`src/tlex_pkg.sv`:
```
package tlex_pkg;

  localparam int unsigned QueueDepthDefault = 4;

  localparam logic [7:0] ChMinus     = 8'h2d;
  localparam logic [7:0] ChQuote     = 8'h22;
  localparam logic [7:0] ChBackslash = 8'h5c;
  localparam logic [7:0] ChUnder     = 8'h5f;
  localparam logic [7:0] ChNewline   = 8'h0a;

  typedef enum logic [2:0] {
    MODE_IDLE = 3'd0,
    MODE_KEY  = 3'd1,
    MODE_NUM  = 3'd2,
    MODE_TEXT = 3'd3,
    MODE_ESC  = 3'd4
  } mode_e;

  typedef enum logic [2:0] {
    KIND_KEY   = 3'd0,
    KIND_NUM   = 3'd1,
    KIND_TEXT  = 3'd2,
    KIND_NL    = 3'd3,
    KIND_EMPTY = 3'd4,
    KIND_ERR   = 3'd5
  } kind_e;

  typedef enum logic [1:0] {
    ERR_NONE     = 2'd0,
    ERR_ESCAPE   = 2'd1,
    ERR_UNTERM   = 2'd2
  } err_e;

  // one result as it leaves the block
  typedef struct packed {
    kind_e      kind;
    logic       char_valid;
    logic [7:0] ch;
    logic       last;
    err_e       err;
  } res_t;

  // what one item leaves for the back end: one or two results
  typedef struct packed {
    res_t first;
    res_t second;
    logic two;
  } cmd_t;

  function automatic logic is_letter(input logic [7:0] b);
    is_letter = (b >= 8'h41 && b <= 8'h5a) || (b >= 8'h61 && b <= 8'h7a);
  endfunction

  function automatic logic is_digit(input logic [7:0] b);
    is_digit = (b >= 8'h30 && b <= 8'h39);
  endfunction

  function automatic res_t mk_res(input kind_e kind, input logic cv, input logic [7:0] ch,
                                  input logic last, input err_e err);
    res_t r;
    r.kind       = kind;
    r.char_valid = cv;
    r.ch         = cv ? ch : 8'h00;
    r.last       = last;
    r.err        = err;
    mk_res = r;
  endfunction

endpackage

```
`src/token_lexer.sv`:
```
// streaming tokenizer: one ascii byte or an end-of-input mark per input transfer,
// one token character or token event per output transfer
// input channel: in_valid_i/in_ready_i with in_byte_i and end_of_input_i
// output channel: out_valid_o/out_ready_i with kind, char, last, error and run_last
// front end runs the lexer mode register and turns each byte into zero, one or
// two results, pushed as one entry into a small command queue
// back end pops the queue and presents one result per cycle from an output register
// while the queue holds entries and the receiver keeps taking them
// a result enters the command queue with its input transfer and the output register
// once that register is free; throughput: one byte per cycle while results are single
// and the queue has room; a byte that closes a token and starts another gives two
// results, sent in turn through the single output register in the back end; skipped
// bytes, opening quotes and backslashes in text give no result and never enter the queue
// in_ready_o drops only while the command queue is full
// reset puts the lexer in idle and empties the queue and the output register
// a stalled receiver holds the output register; the queue takes QueueDepth more
// result entries, bytes without a result keep flowing, and once it is full the
// input side is held off
module token_lexer #(
  parameter int unsigned QueueDepth = tlex_pkg::QueueDepthDefault
) (
  input  logic       clk_i,
  input  logic       rst_ni,
  input  logic       in_valid_i,
  output logic       in_ready_o,
  input  logic [7:0] in_byte_i,
  input  logic       end_of_input_i,
  output logic       out_valid_o,
  input  logic       out_ready_i,
  output logic [2:0] token_kind_o,
  output logic       char_valid_o,
  output logic [7:0] out_char_o,
  output logic       token_last_o,
  output logic [1:0] error_code_o,
  output logic       run_last_o
);
  import tlex_pkg::*;

  logic accept;
  logic push, full, pop, empty;
  cmd_t push_cmd, head;
  res_t res;

  assign in_ready_o = !full;
  assign accept     = in_valid_i && in_ready_o;

  // front: mode register and classification
  tlex_front u_front (
    .clk_i          (clk_i),
    .rst_ni         (rst_ni),
    .accept_i       (accept),
    .in_byte_i      (in_byte_i),
    .end_of_input_i (end_of_input_i),
    .push_o         (push),
    .cmd_o          (push_cmd)
  );

  // decouples classification from the output stalls
  tlex_queue #(
    .Depth (QueueDepth)
  ) u_queue (
    .clk_i      (clk_i),
    .rst_ni     (rst_ni),
    .push_i     (accept && push),
    .push_cmd_i (push_cmd),
    .full_o     (full),
    .pop_i      (pop),
    .empty_o    (empty),
    .head_o     (head)
  );

  // back: splits each entry into its results
  tlex_back u_back (
    .clk_i       (clk_i),
    .rst_ni      (rst_ni),
    .empty_i     (empty),
    .head_i      (head),
    .pop_o       (pop),
    .out_valid_o (out_valid_o),
    .out_ready_i (out_ready_i),
    .res_o       (res),
    .run_last_o  (run_last_o)
  );

  assign token_kind_o = res.kind;
  assign char_valid_o = res.char_valid;
  assign out_char_o   = res.ch;
  assign token_last_o = res.last;
  assign error_code_o = res.err;

endmodule

```
`src/tlex_front.sv`:
```
module tlex_front (
  input  logic          clk_i,
  input  logic          rst_ni,
  input  logic          accept_i,
  input  logic [7:0]    in_byte_i,
  input  logic          end_of_input_i,
  output logic          push_o,
  output tlex_pkg::cmd_t cmd_o
);
  import tlex_pkg::*;

  mode_e mode_q, mode_d;

  // next state from the idle view of a byte
  function automatic mode_e idle_mode(input logic [7:0] b);
    if (is_letter(b))                      idle_mode = MODE_KEY;
    else if (b == ChMinus || is_digit(b))  idle_mode = MODE_NUM;
    else if (b == ChQuote)                 idle_mode = MODE_TEXT;
    else                                   idle_mode = MODE_IDLE;
  endfunction

  // result, if any, of a byte seen from idle
  function automatic logic idle_emits(input logic [7:0] b);
    idle_emits = is_letter(b) || is_digit(b) || b == ChMinus || b == ChNewline;
  endfunction

  function automatic res_t idle_res(input logic [7:0] b);
    if (is_letter(b))                      idle_res = mk_res(KIND_KEY, 1'b1, b, 1'b0, ERR_NONE);
    else if (b == ChMinus || is_digit(b))  idle_res = mk_res(KIND_NUM, 1'b1, b, 1'b0, ERR_NONE);
    else                                   idle_res = mk_res(KIND_NL, 1'b0, b, 1'b1, ERR_NONE);
  endfunction

  logic key_cont, num_cont;
  assign key_cont = is_letter(in_byte_i) || is_digit(in_byte_i) || in_byte_i == ChUnder;
  assign num_cont = is_digit(in_byte_i);

  // next state
  always_comb begin
    mode_d = mode_q;
    if (end_of_input_i) begin
      mode_d = MODE_IDLE;
    end else begin
      unique case (mode_q)
        MODE_KEY:  if (!key_cont) mode_d = idle_mode(in_byte_i);
        MODE_NUM:  if (!num_cont) mode_d = idle_mode(in_byte_i);
        MODE_TEXT: begin
          if (in_byte_i == ChQuote)          mode_d = MODE_IDLE;
          else if (in_byte_i == ChBackslash) mode_d = MODE_ESC;
        end
        MODE_ESC: begin
          if (in_byte_i == ChQuote || in_byte_i == ChBackslash) mode_d = MODE_TEXT;
          else                                                  mode_d = MODE_IDLE;
        end
        default:   mode_d = idle_mode(in_byte_i);
      endcase
    end
  end

  // results
  always_comb begin
    push_o       = 1'b0;
    cmd_o.two    = 1'b0;
    cmd_o.first  = mk_res(KIND_EMPTY, 1'b0, 8'h00, 1'b1, ERR_NONE);
    cmd_o.second = mk_res(KIND_EMPTY, 1'b0, 8'h00, 1'b1, ERR_NONE);
    if (end_of_input_i) begin
      push_o = 1'b1;
      unique case (mode_q)
        MODE_KEY: begin
          cmd_o.first = mk_res(KIND_KEY, 1'b0, 8'h00, 1'b1, ERR_NONE);
          cmd_o.two   = 1'b1;
        end
        MODE_NUM: begin
          cmd_o.first = mk_res(KIND_NUM, 1'b0, 8'h00, 1'b1, ERR_NONE);
          cmd_o.two   = 1'b1;
        end
        MODE_TEXT, MODE_ESC: cmd_o.first = mk_res(KIND_ERR, 1'b0, 8'h00, 1'b1, ERR_UNTERM);
        default:             cmd_o.first = mk_res(KIND_EMPTY, 1'b0, 8'h00, 1'b1, ERR_NONE);
      endcase
    end else begin
      unique case (mode_q)
        MODE_KEY, MODE_NUM: begin
          push_o = 1'b1;
          if ((mode_q == MODE_KEY) ? key_cont : num_cont) begin
            cmd_o.first = mk_res((mode_q == MODE_KEY) ? KIND_KEY : KIND_NUM,
                                 1'b1, in_byte_i, 1'b0, ERR_NONE);
          end else begin
            // close the token, then treat the byte as if from idle
            cmd_o.first  = mk_res((mode_q == MODE_KEY) ? KIND_KEY : KIND_NUM,
                                  1'b0, 8'h00, 1'b1, ERR_NONE);
            cmd_o.second = idle_res(in_byte_i);
            cmd_o.two    = idle_emits(in_byte_i);
          end
        end
        MODE_TEXT: begin
          if (in_byte_i == ChQuote) begin
            push_o      = 1'b1;
            cmd_o.first = mk_res(KIND_TEXT, 1'b0, 8'h00, 1'b1, ERR_NONE);
          end else if (in_byte_i != ChBackslash) begin
            push_o      = 1'b1;
            cmd_o.first = mk_res(KIND_TEXT, 1'b1, in_byte_i, 1'b0, ERR_NONE);
          end
        end
        MODE_ESC: begin
          push_o = 1'b1;
          if (in_byte_i == ChQuote || in_byte_i == ChBackslash) begin
            cmd_o.first = mk_res(KIND_TEXT, 1'b1, in_byte_i, 1'b0, ERR_NONE);
          end else begin
            cmd_o.first = mk_res(KIND_ERR, 1'b0, 8'h00, 1'b1, ERR_ESCAPE);
          end
        end
        default: begin
          push_o      = idle_emits(in_byte_i);
          cmd_o.first = idle_res(in_byte_i);
        end
      endcase
    end
  end

  always_ff @(posedge clk_i or negedge rst_ni) begin
    if (!rst_ni) begin
      mode_q <= MODE_IDLE;
    end else if (accept_i) begin
      mode_q <= mode_d;
    end
  end

endmodule

```
`src/tlex_queue.sv`:
```
module tlex_queue #(
  parameter int unsigned Depth = tlex_pkg::QueueDepthDefault
) (
  input  logic           clk_i,
  input  logic           rst_ni,
  input  logic           push_i,
  input  tlex_pkg::cmd_t push_cmd_i,
  output logic           full_o,
  input  logic           pop_i,
  output logic           empty_o,
  output tlex_pkg::cmd_t head_o
);
  import tlex_pkg::*;

  localparam int unsigned PtrW = (Depth > 1) ? $clog2(Depth) : 1;
  localparam int unsigned CntW = $clog2(Depth + 1);
  localparam logic [PtrW-1:0] PtrMax = PtrW'(Depth - 1);

  cmd_t            mem_q [Depth];
  logic [PtrW-1:0] wr_ptr_q, wr_ptr_d, rd_ptr_q, rd_ptr_d;
  logic [CntW-1:0] count_q, count_d;
  logic            do_push, do_pop;

  assign full_o  = (count_q == CntW'(Depth));
  assign empty_o = (count_q == '0);
  assign head_o  = mem_q[rd_ptr_q];
  assign do_push = push_i && !full_o;
  assign do_pop  = pop_i && !empty_o;

  always_comb begin
    wr_ptr_d = wr_ptr_q;
    rd_ptr_d = rd_ptr_q;
    count_d  = count_q;
    if (do_push) wr_ptr_d = (wr_ptr_q == PtrMax) ? '0 : wr_ptr_q + 1'b1;
    if (do_pop)  rd_ptr_d = (rd_ptr_q == PtrMax) ? '0 : rd_ptr_q + 1'b1;
    if (do_push && !do_pop)      count_d = count_q + 1'b1;
    else if (!do_push && do_pop) count_d = count_q - 1'b1;
  end

  always_ff @(posedge clk_i or negedge rst_ni) begin
    if (!rst_ni) begin
      wr_ptr_q <= '0;
      rd_ptr_q <= '0;
      count_q  <= '0;
    end else begin
      wr_ptr_q <= wr_ptr_d;
      rd_ptr_q <= rd_ptr_d;
      count_q  <= count_d;
    end
  end

  always_ff @(posedge clk_i) begin
    if (do_push) mem_q[wr_ptr_q] <= push_cmd_i;
  end

endmodule

```
`src/tlex_back.sv`:
```
module tlex_back (
  input  logic           clk_i,
  input  logic           rst_ni,
  input  logic           empty_i,
  input  tlex_pkg::cmd_t head_i,
  output logic           pop_o,
  output logic           out_valid_o,
  input  logic           out_ready_i,
  output tlex_pkg::res_t res_o,
  output logic           run_last_o
);
  import tlex_pkg::*;

  logic sel_q, sel_d;
  logic valid_q, valid_d;
  res_t res_q;
  logic run_last_q;
  logic load, cmd_done;
  res_t pick;

  assign load     = !empty_i && (!valid_q || out_ready_i);
  assign pick     = sel_q ? head_i.second : head_i.first;
  assign cmd_done = sel_q || !head_i.two;
  assign pop_o    = load && cmd_done;

  always_comb begin
    sel_d   = sel_q;
    valid_d = valid_q;
    if (load) begin
      valid_d = 1'b1;
      sel_d   = !cmd_done;
    end else if (out_ready_i) begin
      valid_d = 1'b0;
    end
  end

  always_ff @(posedge clk_i or negedge rst_ni) begin
    if (!rst_ni) begin
      sel_q   <= 1'b0;
      valid_q <= 1'b0;
    end else begin
      sel_q   <= sel_d;
      valid_q <= valid_d;
    end
  end

  always_ff @(posedge clk_i) begin
    if (load) begin
      res_q      <= pick;
      run_last_q <= cmd_done;
    end
  end

  assign out_valid_o = valid_q;
  assign res_o       = res_q;
  assign run_last_o  = run_last_q;

endmodule
```
`config.mk`:
```
export PLATFORM = sky130hd
export DESIGN_NAME = token_lexer
export DESIGN_NICKNAME = d
export VERILOG_FILES = /design/src/tlex_pkg.sv /design/src/token_lexer.sv /design/src/tlex_front.sv /design/src/tlex_queue.sv /design/src/tlex_back.sv
export SDC_FILE = /design/constraint.sdc
export NUM_CORES = 1
export LEC_CHECK = 0
export ABC_CLOCK_PERIOD_IN_PS = 3080
export BUFFER_PORTS_ARGS = -buffer_cell sky130_fd_sc_hd__buf_4
export CAP_MARGIN = 20
export CORE_MARGIN = 2
export CORE_UTILIZATION = 40
export CTS_CLUSTER_DIAMETER = 100
export DETAILED_ROUTE_END_ITERATION = 6
export PLACE_DENSITY_LB_ADDON = 0.1
export SLEW_MARGIN = 20
export SYNTH_ARGS = -nofsm -noshare
export SYNTH_HDL_FRONTEND = slang
export SYNTH_HIERARCHICAL = 1
export SYNTH_SLANG_ARGS = --single-unit
```
`constraint.sdc`:
```
create_clock -name clk_i -period 3.08 [get_ports clk_i]
set_input_delay 0.308 -clock clk_i [delete_from_list [all_inputs] [get_ports clk_i]]
set_output_delay 0.308 -clock clk_i [all_outputs]
set_load 0.03 [all_outputs]
```
==> results.py, run 1 <==
metrics = {
    "status": {
        "outcome": "complete, no violations",
    },
    "grt": {
        "grt_max_degree": 34,
        "grtUsageTotal_pct": 16.00,
        "grt_pass1_vias": 3696,
        "antenna_found_initial": 0,
        "grt_pass1_wl_um": 20820,
        "overflow": 0,
    },
    "timing": {
        "fin_setup_tns_ns": 0,
        "slew_violations": 0,
        "setup_viol": 0,
        "max-slew-margin-rel_pct": 46.99,
        "hold_viol": 0,
        "max_freq_ghz": 0.3665,
        "rsz0062_at_grt": "false",
        "holdWs_ns": 0.08259,
        "min_period_ns": 2.729,
        "worstMarginPinSlew_ns": 0.7849,
        "worst_slack_ns": 0.3513,
        "fin_skew_ns": 0.008740,
        "fin_crit_sh_pct": 88.59,
    },
    "clocking": {
        "cts-root-buf": "clkbuf_16",
        "clock_path_buffers": 2,
        "h-tree-depth": 4,
        "postCtsSetupBuffers": 0,
        "cts_sinks": 152,
        "clock_latency_ns": 0.42,
        "cts_tree": "built",
        "numCtsBuffers": 17,
        "clk_pin_slew_ns": 0.06,
        "post_cts_resized": 0,
    },
    "floorplanning": {
        "fp-row-count": 47,
        "start_util_pct": 40.48,
        "dieArea_sq_um": 17590,
        "die_w_um": 132.6,
        "fp.dieH_um": 132.6,
        "core_sq_um": 16350,
        "io_pins": 31,
    },
    "synthesis": {
        "avgSynthCellArea_sq_um": 17.98,
        "synthDistinctLibCells": 64,
        "ys_warn_count": 6,
        "synth-seq-area-share_pct": 68.07,
        "syn_area_sq_um": 6618,
        "synth.top_cells.by_area": "edfxtp_1 (64%), mux4_2 (11%), dfrtp_1 (4.5%)",
        "synth-seq-cells": 152,
        "synth_ff_type": "edfxtp_1",
        "synth_most_common_cell": "edfxtp_1",
        "syn_inst": 368,
        "synth.top_cells.by_count": "edfxtp_1 (140), mux4_2 (31), and2_1 (15)",
        "synth-edff-count": 140,
        "yosys.area.top_type": "edfxtp_1",
        "async_flop_share_pct": 7.895,
        "synth_top_area_share_pct": 63.53,
    },
    "power": {
        "p_comb_share_pct": 30.2,
        "vdd_drop_max_uv": 443.2,
        "p_int_mw": 5.197,
        "p_leak_nw": 2.713,
        "power.switching_mw": 2.097,
        "power_mw": 7.293,
        "sw_frac_of_total_pct": 28.75,
        "p_clk_share_pct": 29.4,
        "p_seq_share_pct": 40.4,
        "p_per_area_nw_per_um2": 926.3,
    },
    "routing": {
        "drtIter0Drc": 241,
        "dr.pass1.iters": 5,
        "viasPerCell": 5.334,
        "wire_per_inst_um": 19.78,
        "drc": 0,
        "num_vias": 3526,
        "ant_nets": 0,
        "wirelength_um": 13080,
    },
    "final_layout": {
        "fillers": 1439,
        "final_layout_size_suffix_gt1_share_pct": 34.92,
        "finish.utilization_pct": 48.16,
        "ff_latch_area_sq_um": 4506,
        "n_antenna_cell": 0,
        "num-nets-final": 448,
        "design_area_sq_um": 7874,
        "synthToLayoutAreaGrowth_pct": 18.98,
        "multi_input_area_sq_um": 1941,
        "layoutNonFillerInstCount": 661,
    },
    "critical_path": {
        "r2r_end": "u_queue/count_q[1]",
        "cp-startpoint": "u_front/mode_q[0]",
        "crit_chain": "nand3_1, or3_1, a21o_1, and3b_1, nor2b_4, ha_1, inv_1, fa_1, mux2_1",
        "cp.arrival_ns": 3.02,
        "slowest_stage": "dfrtp_1",
        "critPathRequiredTime_ns": 3.38,
        "rr_startpoint": "u_front/mode_q[0]",
        "start_kind": "register",
        "worstSetupPathType": "register to register",
        "reg2regPathDepth": 9,
        "cp_max_fo": 11,
        "end_kind": "register",
        "critPathMaxStageDelay_ns": 0.58,
        "rrSetupSlack_ns": 0.35,
    },
    "placement": {
        "placedCellCount": 628,
        "place_hpwl_um": 7927,
        "dpl_cell_area_sq_um": 7256,
        "io_buffers": 30,
        "place_ws_ns": -0.01736,
        "gp_congestion": 0.8297,
    },
    "min_path": {
        "hp-class": "input pin to register",
        "hold_path_end": "u_back/out_valid_o",
        "hp-start": "out_ready_i",
        "hold_path_depth": 2,
    },
    "flow_run": {
        "maxCapViolations": 0,
    },
}
final cells by class:
| class | count | share of cell area [%] |
|---|---|---|
| clock inverter | 13 | 2.225 |
| sequential | 152 | 57.22 |
| clock buffer | 19 | 5.498 |
| tap | 220 | 3.496 |
| multi-input combinational | 185 | 24.65 |
| timing repair buffer | 59 | 6.293 |
| inverter | 13 | 0.6197 |
worst max-delay path, delay by kind of cell, from the launching register on:
kind / cells / cell delay [ns]
multiplexers: 1 / 0.30
adder cells (fa/ha/maj): 2 / 0.62
AND/OR/NAND/NOR: 4 / 0.86
buffers and inverters: 1 / 0.07
flip-flops: 1 / 0.58
AO/OA/AOI/OAI: 1 / 0.18
registers in the layout (all words and copies together) (netlist names):
signal              flops
u_queue/mem_q         124
u_back/res_o           15
u_front/mode_q          3
u_queue/count_q         3
u_queue/rd_ptr_q        2
u_queue/wr_ptr_q        2
u_back/out_valid_o      1
u_back/run_last_o       1
u_back/sel_q            1
timing repair:
action                                  4_1_cts  5_1_grt
hold buffers                                  1        0
endpoints found under the hold margin        12        0
endpoints found under the setup margin        0        0
per-layer routing:
| layer | global-route usage (%) | up-vias | wire length (um) |
|---|---|---|---|
| li1 | - | 1590 | - |
| met1 | 20.63 | 1823 | 5884 |
| met2 | 26.14 | 92 | 6414 |
| met3 | 3.985 | 21 | 525 |
| met4 | 6.332 | 0 | 251 |
| met5 | 0 | - | 0 |
power groups by stage:
stage / combinational (mW) / sequential (mW) / clock, mW
floorplan: 1.43 / 3.19 / 0
global placement: 2.24 / 2.98 / 0
detailed placement: 2.25 / 2.99 / 0
CTS: 2.26 / 2.95 / 2.19
global route: 2.39 / 2.99 / 2.28
finish: 2.20 / 2.94 / 2.14
cell usage in the layout (no fill, tap or decap), types with 3 or more instances in the layout:
cell | synthesis | routed
edfxtp_1 | 140 | 140
buf_4 | 3 | 54
mux4_2 | 31 | 31
clkbuf_16 | 0 | 17
inv_1 | 12 | 12
mux2_4 | 12 | 12
nand2_1 | 12 | 12
and2_1 | 15 | 12
dfrtp_1 | 12 | 11
o21ai_0 | 7 | 7
a21oi_1 | 8 | 7
nor2_1 | 7 | 6
ha_1 | 6 | 6
mux2_2 | 5 | 5
nor3_1 | 5 | 5
nand3_1 | 5 | 5
bufinv_16 | 0 | 4
xnor2_1 | 4 | 4
a31oi_1 | 4 | 4
and3_1 | 4 | 4
a21o_1 | 4 | 4
buf_12 | 1 | 4
clkinv_2 | 0 | 3
clkinv_1 | 1 | 3
or4_1 | 3 | 3
o211ai_1 | 3 | 3
conb_1 | 1 | 3
and2_2 | 0 | 3
kinds of logic after synthesis:
kind of cell,count (synthesis),synth area share (%)
flops,152,68.07
xor+xnor,6,0.7941
simple gates,72,6.788
buf+inv,33,2.949
mux,51,14.62
fa+ha+maj,7,1.437
compound gates,46,5.294
other cells,1,0.05667
worst max path at each step:
stage / end / slack (ns) / cells after the start
after floorplan: u_queue/count_q[1] / -0.09 / 12
after global placement: u_queue/count_q[2] / 0.03 / 13
after detailed placement: u_queue/count_q[1] / -0.02 / 11
after CTS: u_queue/mem_q[1][22] / 0.37 / 5
after global routing: u_queue/count_q[2] / 0.24 / 13
final: u_queue/count_q[1] / 0.35 / 9
No activity file was read; power rests on OpenSTA's default activity.
==> run 2, diff against run 1 <==
- CTS_BUF_LIST: not set -> sky130_fd_sc_hd__clkbuf_16
- SYNTH_HIERARCHICAL: 1 -> not set
==> run 2 against run 1 <==
Compared with the run above:
- global-route usage increased by 1.6 points
- synthesized cell count increased by 5.2%
- clock skew increased by 0.00096 ns
- die area decreased by 4.5%
- first-iteration DRC count increased by 2.1%
- critical path type is now input pin to register
- largest power group unchanged
==> results.py, run 2 <==
metrics = {
    "final_layout": {
        "design_area_sq_um": 7712,
        "synthToLayoutAreaGrowth_pct": 22.16,
        "layoutNonFillerInstCount": 672,
        "largest_reg_flops": 116,
        "final_common_cell": "edfxtp_1",
        "n_antenna_cell": 0,
        "num-nets-final": 469,
        "largest-register": "u_queue.mem_q",
        "fillers": 1337,
        "final_layout_size_suffix_gt1_share_pct": 31.89,
        "final_cell_mix": "edfxtp_1 (132), buf_4 (54), mux4_2 (29)",
        "finish.utilization_pct": 50.36,
    },
    "floorplanning": {
        "io_pins": 31,
        "start_util_pct": 41.23,
        "core_sq_um": 15310,
        "fp-row-count": 45,
        "fp.dieH_um": 129.6,
        "die_w_um": 129.6,
        "dieArea_sq_um": 16810,
    },
    "clocking": {
        "clock_latency_ns": 0.42,
        "cts-root-buf": "clkbuf_16",
        "clock_path_buffers": 2,
        "postCtsSetupBuffers": 0,
        "cts_sinks": 144,
        "h-tree-depth": 4,
        "numCtsBuffers": 17,
        "clk_pin_slew_ns": 0.06,
        "cts_tree": "built",
    },
    "timing": {
        "hold_viol": 0,
        "holdWs_ns": 0.07214,
        "max-slew-margin-rel_pct": 52.65,
        "max_freq_ghz": 0.3806,
        "worst_slack_ns": 0.4526,
        "rsz0062_at_grt": "false",
        "fin_crit_sh_pct": 85.31,
        "setup_viol": 0,
        "worstMarginPinSlew_ns": 0.7042,
        "fin_skew_ns": 0.009702,
        "slew_violations": 0,
        "fin_setup_tns_ns": 0,
        "min_period_ns": 2.627,
    },
    "critical_path": {
        "cp.arrival_ns": 2.98,
        "critPathRequiredTime_ns": 3.43,
        "rrSetupSlack_ns": 0.47,
        "cp_max_fo": 2,
        "end_kind": "register",
        "worstSetupPathType": "input pin to register",
        "cp-startpoint": "in_byte_i[6]",
        "start_kind": "input pin",
        "rr_startpoint": "u_front.mode_q[2]",
    },
    "synthesis": {
        "synth-seq-area-share_pct": 67.54,
        "synth.top_cells.by_count": "edfxtp_1 (132), mux4_2 (29), inv_1 (20)",
        "synth_most_common_cell": "edfxtp_1",
        "synth-edff-count": 132,
        "synth.top_cells.by_area": "edfxtp_1 (63%), mux4_2 (10%), dfrtp_1 (4.8%)",
        "syn_inst": 387,
        "synth-seq-cells": 144,
        "synth_top_area_share_pct": 62.78,
        "yosys.area.top_type": "edfxtp_1",
        "avgSynthCellArea_sq_um": 16.31,
        "synth_ff_type": "edfxtp_1",
        "async_flop_share_pct": 8.333,
        "syn_area_sq_um": 6314,
        "synthDistinctLibCells": 58,
        "ys_warn_count": 0,
    },
    "flow_run": {
        "maxCapViolations": 0,
    },
    "placement": {
        "place_hpwl_um": 8432,
        "gp_congestion": 0.8161,
        "place_ws_ns": 0.02890,
        "dpl_cell_area_sq_um": 7042,
        "placedCellCount": 640,
        "io_buffers": 30,
    },
    "routing": {
        "drtIter0Drc": 246,
        "wirelength_um": 13340,
        "wire_per_inst_um": 19.85,
        "drc": 0,
        "viasPerCell": 5.332,
        "dr.pass1.iters": 4,
        "num_vias": 3583,
        "ant_nets": 0,
    },
    "power": {
        "sw_frac_of_total_pct": 28.80,
        "p_comb_share_pct": 29.7,
        "power.switching_mw": 2.071,
        "p_leak_nw": 2.678,
        "p_int_mw": 5.121,
        "vdd_drop_max_uv": 643.6,
        "p_per_area_nw_per_um2": 932.5,
        "p_clk_share_pct": 31.9,
        "p_seq_share_pct": 38.5,
        "power_mw": 7.192,
    },
    "min_path": {
        "hp-start": "out_ready_i",
        "hp-class": "input pin to register",
    },
    "grt": {
        "grt_max_degree": 32,
        "grt_pass1_vias": 3728,
        "overflow": 0,
        "antenna_found_initial": 0,
        "grt_pass1_wl_um": 21090,
        "grtUsageTotal_pct": 17.57,
    },
    "status": {
        "outcome": "complete, no violations",
    },
}
-- run 2: final cells by class --
cell class	count	area [sq um]	share of cell area, %
clock buffer	17	425.4	5.516
clock inverter	14	235.2	3.050
inverter	20	75.07	0.9734
multi-input combinational	207	1952	25.31
sequential	144	4265	55.30
tap	211	264.0	3.423
timing repair buffer	59	495.5	6.424
-- run 2: what timing repair did --
item,4_1_cts,5_1_grt
endpoints found under the setup margin,0,0
gates resized for setup,0,0
hold endpoints to repair,12,0
hold buffers,1,0
-- run 2: path summary, 6_finish.rpt --
| kind | end | depth (start not counted) |
|---|---|---|
| max | u_queue.count_q[2] | 12 |
| min | u_back.out_valid_o | 2 |
| max reg2reg | u_queue.count_q[1] | 8 |
| min reg2reg | u_queue.count_q[2] | 1 |
| max in group asynchronous | u_queue.rd_ptr_q[0] | 2 |
| min in group asynchronous | u_queue.count_q[1] | 2 |
-- run 2: worst max-delay path, cell delays in order --
cell and delay (ns):
buf_4 0.12, or4b_2 0.66, nor3_1 0.28, or2_2 0.19, o21ai_0 0.18, a21oi_1 0.20, ha_1 0.20, inv_1 0.06
fa_1 0.37, xor2_1 0.17, nor2_1 0.11, xor2_1 0.15
-- run 2: logic make-up (layout without fill, tap and decap cells) --
| group | count (synthesis) | in the layout | share of synthesized area, % |
|---|---|---|---|
| other | 1 | 4 | 0.05940 |
| adders and majority gates | 7 | 7 | 1.506 |
| AOI/OAI and AO/OA | 52 | 52 | 5.589 |
| muxes | 47 | 47 | 13.52 |
| and+or+nand+nor | 93 | 93 | 8.660 |
| DFF | 144 | 144 | 67.54 |
| buffers and inverters | 39 | 110 | 2.576 |
| xor gates and xnor gates | 4 | 4 | 0.5550 |
-- run 2: metal layers --
layer | global-route usage [%] | wire [um]
met1 | 23.30 | 6048
met2 | 27.56 | 6413
met3 | 4.666 | 581
met4 | 7.464 | 297
met5 | 0 | 0
-- run 2: power groups by stage --
stage | logic, mW | clock network (mW) | registers (mW)
after CTS | 2.19 | 2.34 | 2.77
after detailed placement | 2.19 | 0 | 2.81
after global placement | 2.18 | 0 | 2.79
after global routing | 2.34 | 2.43 | 2.80
final | 2.13 | 2.29 | 2.77
after floorplan | 1.25 | 0 | 3.03
==> run 3, diff against run 2 <==
==> constraint.sdc (replaced) <==
create_clock -name clk_i -period 3.08 [get_ports clk_i]
set_input_delay 0.154 -clock clk_i [delete_from_list [all_inputs] [get_ports clk_i]]
set_output_delay 0.154 -clock clk_i [all_outputs]
set_load 0.03 [all_outputs]
==> run 3 against run 2 <==
Compared with the run above:
- cell area decreased by 2.4%
- combinational power is essentially flat
- sequential power is essentially flat
- sequential cell count unchanged
- worst setup slack improved by 0.086 ns
- maximum frequency up 3.4%
- global-route usage fell by 0.27 points
- largest cell class unchanged
==> results.py, run 3 (synthesized netlist as in run 2, its figures left out) <==
metrics = {
    "critical_path": {
        "end_kind": "register",
        "start_kind": "register",
        "cp_max_fo": 10,
        "critPathMaxStageDelay_ns": 0.55,
        "crit_chain": "inv_1, and3_1, nand2_1, o21ai_0, a21oi_1, ha_1, inv_1, fa_1, xor2_1, nor2_1, xor2_1",
        "cp.arrival_ns": 2.88,
        "rr_startpoint": "u_front.mode_q[2]",
        "worstSetupPathType": "register to register",
        "slowest_stage": "dfrtp_1",
        "rrSetupSlack_ns": 0.54,
        "r2r_end": "u_queue.count_q[2]",
        "reg2regPathDepth": 11,
        "critPathRequiredTime_ns": 3.42,
    },
    "grt": {
        "grt_pass1_vias": 3680,
        "grt_pass1_wl_um": 20770,
        "gr-usage-met2_pct": 26.70,
        "overflow": 0,
        "grtUsageTotal_pct": 17.30,
        "antenna_found_initial": 0,
        "grtUsageMet1_pct": 23.49,
        "grt_max_degree": 32,
        "top_usage_layer": "met2",
        "gr-usage-met3_pct": 3.922,
    },
    "routing": {
        "viasPerCell": 5.371,
        "drtIter0Drc": 264,
        "wirelength_um": 13160,
        "ant_nets": 0,
        "wire_per_inst_um": 19.56,
        "num_vias": 3615,
        "drc": 0,
        "dr.pass1.iters": 5,
    },
    "clocking": {
        "numCtsBuffers": 17,
        "cts-root-buf": "clkbuf_16",
        "clock_path_buffers": 2,
        "clk_pin_slew_ns": 0.06,
        "h-tree-depth": 4,
        "cts_tree": "built",
        "postCtsSetupBuffers": 0,
        "clock_latency_ns": 0.42,
        "post_cts_resized": 0,
        "cts_sinks": 144,
    },
    "timing": {
        "min_period_ns": 2.542,
        "fin_crit_sh_pct": 82.52,
        "slew_violations": 0,
        "rsz0062_at_grt": "false",
        "holdWs_ns": 0.1107,
        "worst_slack_ns": 0.5384,
        "fin_setup_tns_ns": 0,
        "max_freq_ghz": 0.3935,
        "worstMarginPinSlew_ns": 0.6991,
        "max-slew-margin-rel_pct": 52.96,
        "hold_viol": 0,
        "setup_viol": 0,
        "fin_skew_ns": 0.008164,
    },
    "final_layout": {
        "design_area_sq_um": 7525,
        "final_common_cell": "edfxtp_1",
        "num-nets-final": 469,
        "final_layout_size_suffix_gt1_share_pct": 29.87,
        "n_antenna_cell": 0,
        "synthToLayoutAreaGrowth_pct": 19.18,
        "final_cell_mix": "edfxtp_1 (132), buf_4 (57), mux4_2 (29)",
        "largest_reg_flops": 116,
        "largest-register": "u_queue.mem_q",
    },
    "power": {
        "power_mw": 6.673,
        "p_per_area_nw_per_um2": 886.8,
        "vdd_drop_max_uv": 536.7,
        "p_leak_nw": 2.622,
    },
    "floorplanning": {
        "fp-row-count": 45,
        "core_sq_um": 15310,
        "start_util_pct": 41.23,
        "die_w_um": 129.6,
        "io_pins": 31,
        "fp.dieH_um": 129.6,
        "dieArea_sq_um": 16810,
    },
    "placement": {
        "place_ws_ns": 0.1616,
        "dpl_cell_area_sq_um": 6984,
        "gp_congestion": 0.8541,
        "io_buffers": 30,
        "place_hpwl_um": 8428,
    },
    "min_path": {
        "hp-class": "input pin to async pin",
    },
    "status": {
        "outcome": "complete, no violations",
    },
    "flow_run": {
        "maxCapViolations": 0,
    },
}
-- run 3: repair_timing --
item | CTS | global route
hold endpoints to repair | 13 | 0
endpoints found under the setup margin | 0 | 0
hold buffers | 2 | 0
-- run 3: per-stage QoR --
step	utilization, %	std cells
after global placement	45.60	639
after detailed placement	45.60	639
after floorplan	-	390
after CTS	49.13	673
final	49.13	673
after global routing	49.13	673
-- run 3: power by group --
part	internal (mW)	switching [mW]
registers	2.64	0.122
clock network	1.07	0.725
logic	0.947	1.17
total	4.66	2.01
-- run 3: worst max-delay path by stage --
stage	from	endpoint	slack, ns	cells after the start
global placement	in_byte_i[6]	u_queue.count_q[2]	0.23	13
detailed placement	in_byte_i[6]	u_queue.count_q[2]	0.16	13
global route	u_front.mode_q[2]	u_queue.count_q[2]	0.31	11
CTS	u_front.mode_q[0]	u_queue.mem_q[0][22]	0.54	6
floorplan	in_byte_i[3]	u_queue.mem_q[0][0]	-0.16	6
finish	u_front.mode_q[2]	u_queue.count_q[2]	0.54	11
-- run 3: worst max-delay path, delay by kind of cell (launching register included) --
| family | cells | cell delay [ns] |
|---|---|---|
| buf+inv | 2 | 0.15 |
| xor+xnor | 2 | 0.33 |
| compound gates | 2 | 0.35 |
| fa+ha+maj | 2 | 0.58 |
| flops | 1 | 0.55 |
| simple gates | 3 | 0.49 |
-- run 3: cell type report --
type | count | area (sq um)
Tap cell | 211 | 264.0
Clock inverter | 15 | 95.09
Clock buffer | 17 | 425.4
Timing Repair Buffer | 59 | 447.9
Sequential cell | 144 | 4265
Multi-Input combinational cell | 207 | 1952
Inverter | 20 | 75.07
Fill cell | 1331 | 7790
-- run 3: per-layer routing --
layer | wire length [um] | share of wire [%] | up-vias
met5 | 0 | 0 | -
met4 | 335 | 2.5 | 0
met3 | 592 | 4.5 | 19
met2 | 6325 | 48 | 111
met1 | 5907 | 45 | 1829
li1 | - | - | 1656
